[src/gzhf_pkg.sv]
// Shared types and constants for the gzip header/footer parser.
// Holds parse phases, status codes, the result record and the section-order helper.
// No dependencies.
package gzhf_pkg;

    localparam logic [7:0] GZ_MAGIC_A   = 8'h1f;
    localparam logic [7:0] GZ_MAGIC_B   = 8'h8b;
    localparam logic [7:0] GZ_DEFLATE   = 8'h08;
    localparam logic [7:0] GZ_RESERVED  = 8'he0;
    localparam logic [7:0] GZ_F_CONT    = 8'h02;
    localparam logic [7:0] GZ_F_EXTRA   = 8'h04;
    localparam logic [7:0] GZ_F_NAME    = 8'h08;
    localparam logic [7:0] GZ_F_COMMENT = 8'h10;
    localparam int         FIXED_HDR_LEN = 10;
    localparam logic [3:0] FIXED_LAST_IDX = 4'(FIXED_HDR_LEN - 1);

    // Result beat: 3 + 8 + 4 * 32 = 139 bits, padded to 144
    localparam int RES_BITS   = 139;
    localparam int TDATA_BITS = ((RES_BITS + 7) / 8) * 8;

    typedef enum logic [2:0] {
        PH_FIXED,
        PH_CONT,
        PH_XLEN,
        PH_EXTRA,
        PH_NAME,
        PH_COMMENT,
        PH_BODY,
        PH_DROP
    } phase_t;

    typedef enum logic [2:0] {
        ST_OK,
        ST_BAD_MAGIC,
        ST_NOT_DEFLATE,
        ST_RESERVED,
        ST_PREMATURE
    } status_t;

    typedef struct packed {
        logic [31:0] original_size;
        logic [31:0] footer_crc;
        logic [31:0] data_offset;
        logic [31:0] mod_time;
        logic [7:0]  flag_bits;
        status_t     status;
    } result_t;

    // Optional section that follows 'after', given the header flags
    function automatic phase_t next_section(phase_t after, logic [7:0] flags);
        phase_t r;
        if (after < PH_CONT && (flags & GZ_F_CONT) != 8'd0) begin
            r = PH_CONT;
        end else if (after < PH_XLEN && (flags & GZ_F_EXTRA) != 8'd0) begin
            r = PH_XLEN;
        end else if (after < PH_NAME && (flags & GZ_F_NAME) != 8'd0) begin
            r = PH_NAME;
        end else if (after < PH_COMMENT && (flags & GZ_F_COMMENT) != 8'd0) begin
            r = PH_COMMENT;
        end else begin
            r = PH_BODY;
        end
        return r;
    endfunction

endpackage

[src/gzhf_parser.sv]
// Byte-wise gzip header/footer parse state and result formation.
// One byte is consumed per step; the result is combinational from state and byte.
// Depends on gzhf_pkg.
module gzhf_parser
    import gzhf_pkg::*;
(
    input  logic       aclk,
    input  logic       aresetn,
    input  logic       step,
    input  logic [7:0] data_byte,
    input  logic       end_of_file,
    output logic       res_valid,
    output result_t    res
);

    phase_t      phase_reg, phase_upd, phase_next;
    logic [3:0]  idx_reg, idx_upd, idx_next;
    logic [7:0]  flags_reg, flags_upd, flags_next;
    logic [31:0] mtime_reg, mtime_upd, mtime_next;
    logic [15:0] xrem_reg, xrem_upd, xrem_next;
    logic [31:0] hcount_reg, hcount_upd, hcount_next;
    logic [63:0] tail_reg, tail_upd, tail_next;
    status_t     perr_reg, perr_upd, perr_next;
    logic        err_fire;
    status_t     err_code;

    // Next state
    always_comb begin
        phase_upd  = phase_reg;
        idx_upd    = idx_reg;
        flags_upd  = flags_reg;
        mtime_upd  = mtime_reg;
        xrem_upd   = xrem_reg;
        perr_upd   = perr_reg;
        err_fire   = 1'b0;
        err_code   = ST_OK;
        tail_upd   = {data_byte, tail_reg[63:8]};
        hcount_upd = hcount_reg;
        if (phase_reg != PH_BODY && phase_reg != PH_DROP && hcount_reg != '1) begin
            hcount_upd = hcount_reg + 32'd1;
        end

        unique case (phase_reg)
            PH_FIXED: begin
                if (perr_reg == ST_OK) begin
                    if ((idx_reg == 4'd0 && data_byte != GZ_MAGIC_A) ||
                        (idx_reg == 4'd1 && data_byte != GZ_MAGIC_B)) begin
                        perr_upd = ST_BAD_MAGIC;
                    end else if (idx_reg == 4'd2 && data_byte != GZ_DEFLATE) begin
                        perr_upd = ST_NOT_DEFLATE;
                    end
                end
                if (idx_reg == 4'd3) begin
                    flags_upd = data_byte;
                end
                if (idx_reg >= 4'd4 && idx_reg <= 4'd7) begin
                    mtime_upd = mtime_reg | ({24'd0, data_byte} << {idx_reg[1:0], 3'b000});
                end
                if (idx_reg >= FIXED_LAST_IDX) begin
                    err_code = perr_upd;
                    if (err_code == ST_OK && (flags_reg & GZ_RESERVED) != 8'd0) begin
                        err_code = ST_RESERVED;
                    end
                    idx_upd = 4'd0;
                    if (err_code != ST_OK) begin
                        err_fire  = 1'b1;
                        phase_upd = PH_DROP;
                    end else begin
                        phase_upd = next_section(PH_FIXED, flags_reg);
                    end
                end else begin
                    idx_upd = idx_reg + 4'd1;
                end
            end
            PH_CONT: begin
                idx_upd = idx_reg + 4'd1;
                if (idx_upd >= 4'd2) begin
                    phase_upd = next_section(PH_CONT, flags_reg);
                    idx_upd   = 4'd0;
                end
            end
            PH_XLEN: begin
                if (idx_reg == 4'd0) begin
                    xrem_upd = {8'd0, data_byte};
                    idx_upd  = 4'd1;
                end else begin
                    xrem_upd = {data_byte, xrem_reg[7:0]};
                    idx_upd  = 4'd0;
                    if (xrem_upd == 16'd0) begin
                        phase_upd = next_section(PH_EXTRA, flags_reg);
                    end else begin
                        phase_upd = PH_EXTRA;
                    end
                end
            end
            PH_EXTRA: begin
                xrem_upd = xrem_reg - 16'd1;
                if (xrem_upd == 16'd0) begin
                    phase_upd = next_section(PH_EXTRA, flags_reg);
                    idx_upd   = 4'd0;
                end
            end
            PH_NAME: begin
                if (data_byte == 8'd0) begin
                    phase_upd = next_section(PH_NAME, flags_reg);
                    idx_upd   = 4'd0;
                end
            end
            PH_COMMENT: begin
                if (data_byte == 8'd0) begin
                    phase_upd = next_section(PH_COMMENT, flags_reg);
                    idx_upd   = 4'd0;
                end
            end
            PH_BODY, PH_DROP: begin
            end
            default: begin
            end
        endcase

        // The final byte restarts the parser for the next file
        if (end_of_file) begin
            phase_next  = PH_FIXED;
            idx_next    = 4'd0;
            flags_next  = 8'd0;
            mtime_next  = 32'd0;
            xrem_next   = 16'd0;
            hcount_next = 32'd0;
            tail_next   = 64'd0;
            perr_next   = ST_OK;
        end else begin
            phase_next  = phase_upd;
            idx_next    = idx_upd;
            flags_next  = flags_upd;
            mtime_next  = mtime_upd;
            xrem_next   = xrem_upd;
            hcount_next = hcount_upd;
            tail_next   = tail_upd;
            perr_next   = perr_upd;
        end
    end

    // Result
    always_comb begin
        res           = '0;
        res.flag_bits = flags_upd;
        res_valid     = 1'b0;
        if (err_fire) begin
            res_valid  = 1'b1;
            res.status = err_code;
        end else if (end_of_file && phase_upd != PH_DROP) begin
            res_valid = 1'b1;
            if (phase_upd == PH_BODY) begin
                res.status        = ST_OK;
                res.mod_time      = mtime_upd;
                res.data_offset   = hcount_upd;
                res.footer_crc    = tail_upd[31:0];
                res.original_size = tail_upd[63:32];
            end else begin
                res.status = ST_PREMATURE;
            end
        end
    end

    always_ff @(posedge aclk) begin
        if (!aresetn) begin
            phase_reg  <= PH_FIXED;
            idx_reg    <= 4'd0;
            flags_reg  <= 8'd0;
            mtime_reg  <= 32'd0;
            xrem_reg   <= 16'd0;
            hcount_reg <= 32'd0;
            tail_reg   <= 64'd0;
            perr_reg   <= ST_OK;
        end else if (step) begin
            phase_reg  <= phase_next;
            idx_reg    <= idx_next;
            flags_reg  <= flags_next;
            mtime_reg  <= mtime_next;
            xrem_reg   <= xrem_next;
            hcount_reg <= hcount_next;
            tail_reg   <= tail_next;
            perr_reg   <= perr_next;
        end
    end

endmodule

[src/gzhf_out_buf.sv]
// Two-entry result buffer between the parser and the master-side stream.
// Lets the parser keep going while one result waits for the consumer.
// Depends on gzhf_pkg.
module gzhf_out_buf
    import gzhf_pkg::*;
(
    input  logic    aclk,
    input  logic    aresetn,
    input  logic    push,
    input  result_t push_data,
    output logic    full,
    output logic    m_tvalid,
    input  logic    m_tready,
    output result_t m_res
);

    result_t    slot_reg [2];
    logic       wr_ptr_reg, wr_ptr_next;
    logic       rd_ptr_reg, rd_ptr_next;
    logic [1:0] count_reg, count_next;
    logic       pop;

    assign pop      = m_tvalid && m_tready;
    assign m_tvalid = count_reg != 2'd0;
    assign full     = count_reg == 2'd2;
    assign m_res    = slot_reg[rd_ptr_reg];

    always_comb begin
        wr_ptr_next = wr_ptr_reg ^ push;
        rd_ptr_next = rd_ptr_reg ^ pop;
        count_next  = count_reg + {1'b0, push} - {1'b0, pop};
    end

    always_ff @(posedge aclk) begin
        if (push) begin
            slot_reg[wr_ptr_reg] <= push_data;
        end
    end

    always_ff @(posedge aclk) begin
        if (!aresetn) begin
            wr_ptr_reg <= 1'b0;
            rd_ptr_reg <= 1'b0;
            count_reg  <= 2'd0;
        end else begin
            wr_ptr_reg <= wr_ptr_next;
            rd_ptr_reg <= rd_ptr_next;
            count_reg  <= count_next;
        end
    end

endmodule

[src/gzip_header_footer_parser_top.sv]
// Channel  Dir  Payload                                            Qualifier
// s_       in   tdata[7:0] data_byte, tlast end_of_file             s_tvalid & s_tready
// m_       out  tdata status/flags/mtime/offset/crc/size (144 bits) m_tvalid & m_tready
//
// One byte per cycle sustained while the buffer has room; a byte is held in the input
// register and parsed once the buffer is not full, and its result is written into the
// buffer at the end of that parse step, raising m_tvalid (only a byte that ends in an
// error, or the final byte of a file that has not failed already, gives one). aresetn is
// synchronous and clears control state at once but not the data registers. A two-entry
// result buffer absorbs output stalls; the input stalls only when both entries are held.
//
// Top level of the gzip header/footer parser: input register, parser, result buffer.
// Depends on gzhf_pkg, gzhf_parser and gzhf_out_buf.
module gzip_header_footer_parser_top
    import gzhf_pkg::*;
(
    input  logic                  aclk,
    input  logic                  aresetn,
    input  logic                  s_tvalid,
    output logic                  s_tready,
    input  logic [7:0]            s_tdata,   // [7:0] data_byte
    input  logic                  s_tlast,   // end_of_file
    output logic                  m_tvalid,
    input  logic                  m_tready,
    output logic [TDATA_BITS-1:0] m_tdata    // [2:0] status, [10:3] flag_bits,
                                             // [42:11] mod_time, [74:43] data_offset,
                                             // [106:75] footer_crc, [138:107] original_size
);

    logic       in_valid_reg, in_valid_next;
    logic [7:0] in_byte_reg;
    logic       in_last_reg;
    logic       step;
    logic       buf_full;
    logic       res_valid;
    result_t    res;
    result_t    m_res;

    assign step     = in_valid_reg && !buf_full;
    assign s_tready = !in_valid_reg || step;
    assign m_tdata  = {{(TDATA_BITS - RES_BITS){1'b0}}, m_res};

    always_comb begin
        if (s_tvalid && s_tready) begin
            in_valid_next = 1'b1;
        end else if (step) begin
            in_valid_next = 1'b0;
        end else begin
            in_valid_next = in_valid_reg;
        end
    end

    always_ff @(posedge aclk) begin
        if (s_tvalid && s_tready) begin
            in_byte_reg <= s_tdata;
            in_last_reg <= s_tlast;
        end
    end

    always_ff @(posedge aclk) begin
        if (!aresetn) begin
            in_valid_reg <= 1'b0;
        end else begin
            in_valid_reg <= in_valid_next;
        end
    end

    gzhf_parser u_parser (
        .aclk        (aclk),
        .aresetn     (aresetn),
        .step        (step),
        .data_byte   (in_byte_reg),
        .end_of_file (in_last_reg),
        .res_valid   (res_valid),
        .res         (res)
    );

    gzhf_out_buf u_out_buf (
        .aclk      (aclk),
        .aresetn   (aresetn),
        .push      (step && res_valid),
        .push_data (res),
        .full      (buf_full),
        .m_tvalid  (m_tvalid),
        .m_tready  (m_tready),
        .m_res     (m_res)
    );

endmodule

[config.mk]
export PLATFORM = sky130hd
export DESIGN_NAME = gzip_header_footer_parser_top
export DESIGN_NICKNAME = d
export VERILOG_FILES = /design/src/gzhf_pkg.sv /design/src/gzhf_parser.sv /design/src/gzhf_out_buf.sv /design/src/gzip_header_footer_parser_top.sv
export SDC_FILE = /design/constraint.sdc
export NUM_CORES = 1
export LEC_CHECK = 0
export BUFFER_PORTS_ARGS = -buffer_cell sky130_fd_sc_hd__buf_2
export CORE_MARGIN = 2
export CORE_UTILIZATION = 50
export CTS_BUF_LIST = sky130_fd_sc_hd__clkbuf_8
export DETAILED_ROUTE_END_ITERATION = 10
export PLACE_DENSITY = 0.68
export SETUP_SLACK_MARGIN = 0.3
export SLEW_MARGIN = 25
export SYNTH_ARGS = -nofsm -noshare
export SYNTH_HDL_FRONTEND = slang
export SYNTH_HIERARCHICAL = 1
export SYNTH_SLANG_ARGS = --single-unit
[constraint.sdc]
create_clock -name aclk -period 8.59 [get_ports aclk]
set_input_delay 0 -clock aclk [delete_from_list [all_inputs] [get_ports aclk]]
set_output_delay 0 -clock aclk [all_outputs]
set_load 0.02 [all_outputs]
; ---- After elaboration in Yosys (flattened, before gate mapping)
; Memories as Yosys holds them, arrays and structs flattened. A register that Yosys moved wholly into a read port is not among the register bits.
; Cells that the tools add are included.
[word_totals]
register_bits = 176
latchBits = 0
ramBits = 278
mem_bits_ro = 0
input_bits = 13
out_inout_bits = 146
elab_cells = 144
n_memories = 1
[memory_table]
columns = name, words, word_bits, read_ports, rd_clocked_by_memory_dff, wr, line
row1 = u_out_buf.slot_reg, 2, 139, 1, 1, 1, gzhf_out_buf.sv:17  ; result_t slot_reg [2];
[op_classes]
addsub = 5
mul = 0
div_mod_pow = 0
n_lt_le_gt_ge = 4
eq_ne = 20
n_shift = 1
muxes = 60
n_bitwise = 3
reduce_logical = 35
[op_table]
columns = op, n
row1 = 128-bit two-way mux, 3
row2 = 32-bit two-way mux, 5
row3 = 3-bit two-way mux, 26
row4 = 64-bit two-way mux, 1
row5 = 32-bit by 1-bit adder with 32-bit output (second input constant), 1
row6 = 16-bit logical NOT, 2
row7 = 16-bit two-way mux, 2
row8 = 32-bit inequality test (second input constant), 1
row9 = 32-bit OR, 1
row10 = 16-bit one-hot mux with 2 select lines, 1
row11 = 8-bit by 5-bit << shifter with 32-bit output, 1
row12 = 8-bit two-way mux, 3
row13 = 4-bit two-way mux, 5
row14 = 4-bit one-hot mux with 5 select lines, 1
row15 = 3-bit one-hot mux with 6 select lines, 1
row16 = 16-bit by 1-bit subtractor with 16-bit output (second input constant), 1
row17 = 1-bit logical AND, 12
row18 = 1-bit two-way mux, 11
row19 = 3-bit == test (second input constant), 3
row20 = 3-bit logical NOT, 3
row21 = 3-bit inequality test (second input constant), 3
row22 = 4-bit by 2-bit == test with 1-bit output (second input constant), 2
row23 = 8-bit logical NOT, 1
row24 = 8-bit by 4-bit inequality test with 1-bit output (second input constant), 1
row25 = other kinds (28), 37

; ---- Longest topological paths before layout
; Gate-level depths: netlist (run 1).
[logic_depth]
ltp_word = 22
ltp_mapped = 16
ltp_nobuf = 13

; ---- Modules after synthesis
; Netlist (run 1), hierarchy kept.
[by_module_without_submodules]
columns = module, instances, cells_each, area_each_um2, seq_area_each_um2
row1 = gzhf_out_buf, 1, 455, 10314.9, 8448.1
row2 = gzhf_parser, 1, 1321, 9818.2, 3083.0
row3 = gzip_header_footer_parser_top, 1, 22, 375.4, 290.3

; ---- Least setup slack after synthesis (run 1)
; OpenSTA, ideal clock, no wires.
[synth_timing]
path_type = register to register
startpoint = register u_parser.xrem_reg[0]
endpoint = memory u_out_buf/slot_reg[0][0] in the netlist's numbering (enable)
setup_ps = 516
arrival_ps = 6142
required_time_ps = 8074
path_slack_ps = 1933
stages_incl_launch_ff = 15
n_path_buf = 3
period_less_slack_ps = 6657
cell_sequence = dfxtp_1 -> clkbuf_1 -> inv_1 -> ha_1 -> clkbuf_1 -> or4b_2 -> xnor2_1 -> o31ai_1 -> nand3_2 -> nor3_1 -> o21ai_1 -> clkbuf_1 -> o211ai_1 -> and2_1 -> ha_1
[synth_via]
elab_chain_cells = 11
elab_cells_between_ends = 14
classes_between = add/sub: 1 / eq/ne: 1 / mux: 8 / reduce/logical: 4
[synth_lines]
columns = item, line
row1 = "start, declared", gzhf_parser.sv:20  ; logic [15:0] xrem_reg, xrem_upd, xrem_next;
row2 = "start signal, assigned", gzhf_parser.sv:180  ; xrem_reg <= xrem_next;
row3 = 16-bit by 1-bit subtractor with 16-bit output or 16-bit logical NOT (tied branches), "gzhf_parser.sv:97, gzhf_parser.sv:89"
row4 = 16-bit logical NOT or 3-bit two-way mux (tied branches), "gzhf_parser.sv:98, gzhf_parser.sv:89"
row5 = "3-bit two-way mux, on equally long branches", "gzhf_parser.sv:98, gzhf_parser.sv:83"
row6 = 3-bit one-hot mux with 6 select lines *, gzhf_parser.sv:43  ; unique case (phase_reg)
row7 = 3-bit inequality test *, gzhf_parser.sv:151  ; end else if (end_of_file && phase_upd != PH_DROP) begin
row8 = 1-bit logical AND *, gzhf_parser.sv:151
row9 = 1-bit two-way mux *, gzhf_parser.sv:151
row10 = 1-bit two-way mux *, gzhf_parser.sv:148  ; if (err_fire) begin
row11 = via res_valid, gzip_header_footer_parser_top.sv:35  ; logic res_valid;
row12 = 1-bit logical AND *, gzip_header_footer_parser_top.sv:81  ; .push (step && res_valid),
row13 = 1-bit two-way mux *, gzhf_out_buf.sv:35  ; if (push) begin
row14 = 1-bit two-way mux (not written as such) *, gzhf_out_buf.sv:36  ; slot_reg[wr_ptr_reg] <= push_data;
row15 = "end, declared", gzhf_out_buf.sv:17
; The timed path passes the listed nets; every way through them passes the cells marked *.

; ---- Worst setup path after layout (run 1)
[layout_timing]
startpoint = register u_parser.idx_reg[0]
endpoint = memory u_out_buf/slot_reg[1][131] in the netlist's numbering (enable)
[layout_via]
elab_chain_cells = 22
elab_cells_between_ends = 35
classes_between = add/sub: 1 / order compare: 2 / eq/ne: 3 / mux: 19 / reduce/logical: 10
[layout_lines]
columns = item, line
row1 = "start, declared", gzhf_parser.sv:17  ; logic [3:0] idx_reg, idx_upd, idx_next;
row2 = "start signal, assigned", gzhf_parser.sv:177  ; idx_reg <= idx_next;
row3 = 4-bit by 2-bit == test with 1-bit output (tied with other cells), gzhf_parser.sv:49  ; end else if (idx_reg == 4'd2 && data_byte != GZ_DEFLATE) begin
row4 = "1-bit logical AND, on equally long branches", "gzhf_parser.sv:49, gzhf_parser.sv:46, gzhf_parser.sv:47"
row5 = 3-bit two-way mux or 1-bit logical OR (tied branches), "gzhf_parser.sv:49, gzhf_parser.sv:46"
row6 = 3-bit two-way mux, gzhf_parser.sv:46  ; if ((idx_reg == 4'd0 && data_byte != GZ_MAGIC_A) ||
row7 = 3-bit two-way mux, gzhf_parser.sv:45  ; if (perr_reg == ST_OK) begin
row8 = 3-bit two-way mux, gzhf_parser.sv:43
row9 = 3-bit logical NOT, gzhf_parser.sv:61  ; if (err_code == ST_OK && (flags_reg & GZ_RESERVED) != 8'd0) begin
row10 = 1-bit logical AND, gzhf_parser.sv:61
row11 = (+7 left out), --
row12 = 3-bit inequality test, gzhf_parser.sv:151
row13 = 1-bit logical AND, gzhf_parser.sv:151
row14 = 1-bit two-way mux, gzhf_parser.sv:151
row15 = 1-bit two-way mux *, gzhf_parser.sv:148
row16 = via res_valid, gzip_header_footer_parser_top.sv:35
row17 = 1-bit logical AND *, gzip_header_footer_parser_top.sv:81
row18 = 1-bit two-way mux *, gzhf_out_buf.sv:35
row19 = 1-bit two-way mux (not written as such) *, gzhf_out_buf.sv:36
; The timed path passes the listed nets; every way through them passes the cells marked *. The select of a mux whose other input is x is not followed.

==> run metrics, run 1 <==
CTS Buf Count 75; post-place setup slack 3.59 ns; fraction of layout instances using a drive strength above 1 23.7%; outcome finished, final reports clean; setup slack, reg-to-reg 3.51 ns; Remaining DRCs 0; worst-path cell chain inv_1 > ha_1 > or3b_2 > a31oi_1 > o221ai_1 > a41oi_1 > a2111oi_0 > o21ai_4 > o211ai_1 > and2_1 > ha_4 > buf_4; critical path depth 12; via/cell ratio 5.79; DRT Pass-1 Iters 5; fin crit period 5.08 ns; Worst EP required 8.82 ns; Setup Buffers After CTS 0; Die ar. 42700 um2; CTS tree yes; max cap viols 0; worst r2r src u_parser/idx_reg[0]$_SDFFE_PN0P_; Crit path max-delay family compound AO/OA/AOI/OAI gates; H-tree Lvls 3; Critical-path top delay cell buf_4; clk_skew 0.0352 ns; final slew viol count 0; post-route ant nets 0; initial antenna violation count 0; Yosys warning total 6; gr usage total 23.7%; R2R cell count 12; Max Fclk 0.197 GHz; HPWL Detailed 31400 um; CP max stage delay 0.81 ns; Finish-stage setup viols 0; Core Footprint 40600 um2; async set or reset register ratio after synthesis 0%; die width 207 um; register area share after synthesis 57.6%; setup TNS 0 ns; total number of vias 14500; Synth top area share 42.0%; largest net degree at the start of global routing 81; Routed wire per std cell 20.3 um; commonest non-fill, non-tap cell in the layout edfxtp_1; Rows 74; post-synthesis cell type count 74; final worst slack 3.51 ns; R2R Path End u_out_buf/slot_reg[1][131]$_DFFE_PP_; Synth area leaders edfxtp_1 42%, dfxtp_1 16%, mux2_2 8.1%, nand2_1 3.9%, nor3_1 3.1%; # diodes 0; worst setup path endpoint u_out_buf/slot_reg[1][131]$_DFFE_PP_; number of synthesized register bits 447; num ports 159; maximum root-to-sink buffer count 3; PwrDens 237 nW/um2; clk slew on worst S/H paths 0.06 ns; routability congestion estimate 0.847; Setup crit start u_parser/idx_reg[0]$_SDFFE_PN0P_; Root Driver clkbuf_8; Relative slew margins 37.1%; post_cts resized 0; Initial Util 50.5%; CTS Hold Bufs 12; Startpoint Class register; Die Y-Extent 207 um; Fin. Hold Viols 0; max FFs per register 278; Leakage 7.91 nW; area added between synthesis and finish 12.5%; Worst-Margin Slew 0.944 ns; vias in the first global route 13800; RSZ-0062 raised after global routing no; final WL 50900 um; worst path buffer plus inverter count 2; crit path kind register to register; critical path endpoint category register; most frequent cells in the layout 287 x edfxtp_1, 212 x nand2_1, 159 x dfxtp_1; Post-Syn Area per Cell 11.4 um2; Hold Path Class input port to register; IO Port Bufs 153; Peak VDD IR 0.152 mV; clock sink total 447; largest area contributor in the netlist edfxtp_1; number of synthesized flops with an enable pin 287; Critical Path AT 5.30 ns; DRT iter0 DRCs 1174; nets@finish 1937; first-pass GRT wire length 78200 um; fin crit share 59.1%; cells after synthesis 1798; Mapped Area 20500 um2; crit path max fanout 66; ys flop type edfxtp_1; Clock Latency Late Sink 0.63 ns; GR Overflow Total 0
## synthesized netlist by cell type, types with 5 or more instances
cell,n
ha_1,11
inv_1,16
a21boi_0,16
edfxtp_1,287
nand3_1,28
nor4b_1,15
nor4_1,14
nor2b_1,45
a21oi_1,66
nor2_1,78
buf_4,9
clkbuf_1,97
nor3_1,128
buf_6,13
nand2_1,212
and4_1,8
buf_1,5
buf_2,29
dfxtp_1,160
and3_1,18
mux2i_1,5
nand4b_1,6
nand4_1,11
and2_1,64
xnor2_1,20
nor4b_2,20
o2bb2ai_1,53
or3_1,12
a22oi_1,25
a31oi_1,37
mux2_2,147
nand2b_1,6
o21ai_0,46
xor2_1,24
## layer usage
| metal | wire [um] | up-vias | global-route usage (%) |
|---|---|---|---|
| li1 | - | 6857 | - |
| met5 | 0 | - | 0 |
| met2 | 24100 | 460 | 37.6 |
| met4 | 975 | 0 | 7.45 |
| met1 | 23000 | 7125 | 33.3 |
| met3 | 2920 | 66 | 3.75 |
## cell type report
type,count,area [um2]
clock buffer,88,1210
timing repair buffer,187,1070
fill,3405,17600
sequential,447,11800
multi-input combinational,1186,7990
tap,532,666
clock inverter,49,251
inverter,16,60.1
## worst min path at each step
stage | slack, ns | endpoint | startpoint | depth (start not counted)
after floorplan | 0.1 | in_byte_reg[0]$_DFFE_PP_ | s_tdata[0] | 0
after global placement | 0.18 | in_last_reg$_DFFE_PP_ | s_tlast | 1
after detailed placement | 0.18 | in_last_reg$_DFFE_PP_ | s_tlast | 1
after CTS | 0.06 | in_byte_reg[3]$_DFFE_PP_ | s_tdata[3] | 2
after global routing | 0.09 | in_last_reg$_DFFE_PP_ | s_tlast | 2
final | 0.09 | in_last_reg$_DFFE_PP_ | s_tlast | 2
## through the flow
step	total power, mW	instances	hold slack (ns)	utilization (%)	instance area [um2]
floorplan	3.35	1802	0.0989	-	20500
global placement	3.69	2355	0.180	52.8	21500
detailed placement	3.69	2355	0.182	52.8	21500
CTS	5.53	2504	0.0567	56.7	23000
global route	5.71	2505	0.0863	56.8	23100
finish	5.47	2505	0.0935	56.8	23100
## where the power goes
group,internal [mW],switching [mW],total (mW)
registers,2.40,0.0764,2.47
clock network,0.989,0.835,1.82
logic,0.441,0.736,1.18
## cells by family (layout without fill, tap and decap cells)
kind of cell,Yosys count,after routing,synth area share [%]
AND/OR/NAND/NOR,686,686,17.9
flip-flops,447,447,57.6
AO/OA/AOI/OAI,287,287,9.52
buffers and inverters,169,340,3.91
multiplexers,152,152,8.32
XOR/XNOR,45,45,1.99
adder cells (fa/ha/maj),11,11,0.671
other,1,5,0.0183
## worst register-to-register path, delay by kind of cell, from the launching register on
family | cells | cell delay, ns
buffers and inverters | 2 | 0.95
AND/OR/NAND/NOR | 2 | 0.58
AO/OA/AOI/OAI | 6 | 1.78
flip-flops | 1 | 0.48
adder cells (fa/ha/maj) | 2 | 0.86
Note: power is estimated with default switching activity, not from simulation.
==> inputs of run 2 (changes only) <==
--- a/config.mk
+++ b/config.mk
@@ -5,12 +5,13 @@
 export SDC_FILE = /design/constraint.sdc
 export NUM_CORES = 1
 export LEC_CHECK = 0
+export ABC_AREA = 1
 export BUFFER_PORTS_ARGS = -buffer_cell sky130_fd_sc_hd__buf_2
 export CORE_MARGIN = 2
 export CORE_UTILIZATION = 50
 export CTS_BUF_LIST = sky130_fd_sc_hd__clkbuf_8
 export DETAILED_ROUTE_END_ITERATION = 10
-export PLACE_DENSITY = 0.68
+export PLACE_DENSITY = 0.71
 export SETUP_SLACK_MARGIN = 0.3
 export SLEW_MARGIN = 25
 export SYNTH_ARGS = -nofsm -noshare
==> constraint.sdc (replaced) <==
create_clock -name aclk -period 4.2 [get_ports aclk]
set_input_delay 0 -clock aclk [delete_from_list [all_inputs] [get_ports aclk]]
set_output_delay 0 -clock aclk [all_outputs]
set_load 0.02 [all_outputs]
==> run 2 against run 1 <==
  * Hold slack worse by 0.014 ns
  * Flip-flop and latch count unchanged
  * Sequential share of layout area is 0.77 points higher
  * Critical path depth is 8 higher
  * First-iteration DRC count rose by 15%
  * Synthesized cell count grew 13%
  * Wire length shrank 5.8%
  * Sequential power up 99%
  * Register-to-register slack worse by 2.9 ns
  * Clock-buffer cell count fell by 10
  * Combinational power is 99% higher
  * Critical endpoint is now u_out_buf/slot_reg[1][80]$_DFFE_PP_
==> run metrics, run 2 <==
HPWL Detailed 31300 um (-0.61%); Peak VDD IR 0.306 mV (+100%); Setup crit start in_byte_reg[5]$_DFFE_PP_; async set or reset register ratio after synthesis 0% (unchanged); DRT iter0 DRCs 1351 (+15%); clock sink total 447 (unchanged); first-pass GRT wire length 76400 um (-2.2%); Synth area leaders edfxtp_1 43%, dfxtp_1 16%, mux2_2 7.8%, nand2_1 7.0%, inv_1 4.1%; post-synthesis cell type count 39 (-47%); ys flop type edfxtp_1; vias in the first global route 14500 (+4.9%); Fin. Hold Viols 0 (unchanged); CP dominant cell by count nand2_1; outcome finished, final reports clean; die width 205 um (-0.97%); via/cell ratio 5.40 (-6.8%); H-tree Lvls 3 (unchanged); GR Overflow Total 0 (unchanged); max cap viols 0 (unchanged); crit path kind register to register; synth cell count leaders 377 x nand2_1, 287 x edfxtp_1, 218 x inv_1; final WL 48000 um (-5.8%); IO Port Bufs 153 (unchanged); nets@finish 2201 (+14%); Root Driver clkbuf_8; register area share after synthesis 58.8% (+1.2 points); Max Fclk 0.275 GHz (+40%); Core Footprint 39700 um2 (-2.3%); worst r2r src in_byte_reg[5]$_DFFE_PP_; Critical-path top delay cell edfxtp_1; Clock Latency Late Sink 0.64 ns (about the same); Worst-Margin Slew 0.982 ns (+0.0381 ns); total number of vias 14900 (+2.8%); maximum root-to-sink buffer count 3 (unchanged); largest area contributor in the netlist edfxtp_1; fin crit share 86.6% (+27 points); max FFs per register 278 (unchanged); PwrDens 469 nW/um2 (+98%); Rows 73 (-1.4%); CP max stage delay 0.57 ns (-0.24 ns); worst path buffer plus inverter count 2 (unchanged); final slew viol count 0 (unchanged); Relative slew margins 34.6% (-2.5 points); Synth top area share 42.9% (+0.85 points); DRT Pass-1 Iters 5 (unchanged); Hold Path Class input port to register; Reg area 11800 um2 (about the same); clk_skew 0.0366 ns (+0.00141 ns); Yosys warning total 6 (unchanged); commonest non-fill, non-tap cell in the layout nand2_1; Critical Path AT 3.94 ns (-1.36 ns); Crit path max-delay family simple AND/OR/NAND/NOR gates; initial antenna violation count 0 (unchanged); CTS Buf Count 73 (-2.7%); Mapped Area 20100 um2 (-2.0%); Layout fillers 3416 (+0.32%); crit path max fanout 44 (-33%); critical path endpoint category register; Finish-stage setup viols 0 (unchanged); number of synthesized register bits 447 (unchanged); final worst slack 0.564 ns (-2.95 ns); RSZ-0062 raised after global routing no; Startpoint Class register; number of synthesized flops with an enable pin 287 (unchanged); fraction of layout instances using a drive strength above 1 19.9% (-3.8 points); cells after synthesis 2026 (+13%); area of the multi-input gates 6880 um2 (-14%); hold_sp s_tdata[1]; num ports 159 (unchanged); Post-Syn Area per Cell 9.92 um2 (-13%); fin crit period 3.64 ns (-1.44 ns); largest net degree at the start of global routing 100 (+23%); post-route ant nets 0 (unchanged); Die ar. 41800 um2 (-1.9%); most frequent cells in the layout 376 x nand2_1, 287 x edfxtp_1, 247 x inv_1; most numerous cell in the Yosys netlist nand2_1; # diodes 0 (unchanged); gr usage total 23.0% (-0.65 points); Initial Util 50.6% (+0.14 points); setup slack, reg-to-reg 0.56 ns (-2.95 ns); area added between synthesis and finish 13.1%; Remaining DRCs 0 (unchanged); post-place setup slack 0.562 ns (-3.02 ns); Routed wire per std cell 17.4 um (-15%); routability congestion estimate 0.923 (+9.0%); CTS tree yes; Worst EP required 4.50 ns (-4.32 ns); setup TNS 0 ns (unchanged); Die Y-Extent 205 um (-0.97%); clk slew on worst S/H paths 0.06 ns (about the same); worst-path cell chain inv_1 > nand2_1 > nor2_1 > nand2_1 > nand2_1 > nand2_1 > nand2_1 > nand2_1 > nor2_1 > nand3_1 > nand2_1 > nand2_1 > nor2_2 > nor2_8 > nand3_1 > nand2_1 > nand2_1 > and3_4 > ha_4 > buf_12; Leakage 9.16 nW (+16%)
[run 2: changes by cell type after synthesis, moves of 45 or more]
| cell | change |
|---|---|
| nor2_1 | +102 |
| inv_1 | +202 |
| nand2_1 | +165 |
| o2bb2ai_1 | -53 |
| nor2b_1 | -45 |
| nand3_1 | +57 |
| nor3_1 | -82 |
| and2_1 | -64 |
| nand4_1 | +91 |
| a21oi_1 | +90 |
[run 2: metrics by stage]
stage	total power [mW]	instance area, um2	util [%]	cells	hold slack [ns]
floorplan	6.69	20200	-	2030	0.0935
global placement	7.34	21300	53.5	2613	0.176
detailed placement	7.35	21300	53.6	2613	0.178
CTS	10.8	22700	57.2	2763	0.0529
global route	11.1	22700	57.2	2763	0.0734
finish	10.7	22700	57.2	2763	0.0791
[run 2: logic make-up after synthesis]
| logic type | share of synthesized area, % |
|---|---|
| AO/OA/AOI/OAI | 5.89 |
| adder cells (fa/ha/maj) | 0.685 |
| buffers and inverters | 7.36 |
| flip-flops | 58.8 |
| multiplexers | 7.79 |
| other | 0.0187 |
| XOR/XNOR | 1.57 |
| AND/OR/NAND/NOR | 17.9 |
[run 2: power breakdown]
part / internal [mW] / leakage, nW / switching [mW]
clock network: 1.72 / 0.795 / 1.68
registers: 4.83 / 4.00 / 0.0825
logic: 0.794 / 4.37 / 1.56
[run 2: path summary, 6_finish.rpt]
kind	cells past startpoint	to
min	2	in_byte_reg[1]$_DFFE_PP_
max reg2reg	20	u_out_buf/slot_reg[1][80]$_DFFE_PP_
max	20	u_out_buf/slot_reg[1][80]$_DFFE_PP_
min reg2reg	2	u_parser/tail_reg[9]$_SDFFE_PN0P_
[run 2: timing repair]
action	CTS	global route
setup buffers	0	0
endpoints found under the hold margin	27	0
endpoints found under the setup margin	0	72
gates resized for setup	0	3
hold buffers	14	0
[run 2: routing by layer]
metal / GRT usage (%) / share of wire [%] / routed length [um] / vias up
li1: - / - / - / 7188
met1: 31.9 / 44 / 21200 / 7154
met2: 36.9 / 47 / 22600 / 501
met3: 3.98 / 6.7 / 3240 / 75
met4: 7.35 / 2.0 / 945 / 0
met5: 0 / 0 / 0 / -
[run 2: final cells by class]
class                      count  area share [%]
clock inverter                58            1.09
inverter                     227            3.77
tap                          525            2.89
sequential                   447            52.0
clock buffer                  78            4.72
timing repair buffer         193            5.24
multi-input combinational   1235            30.3
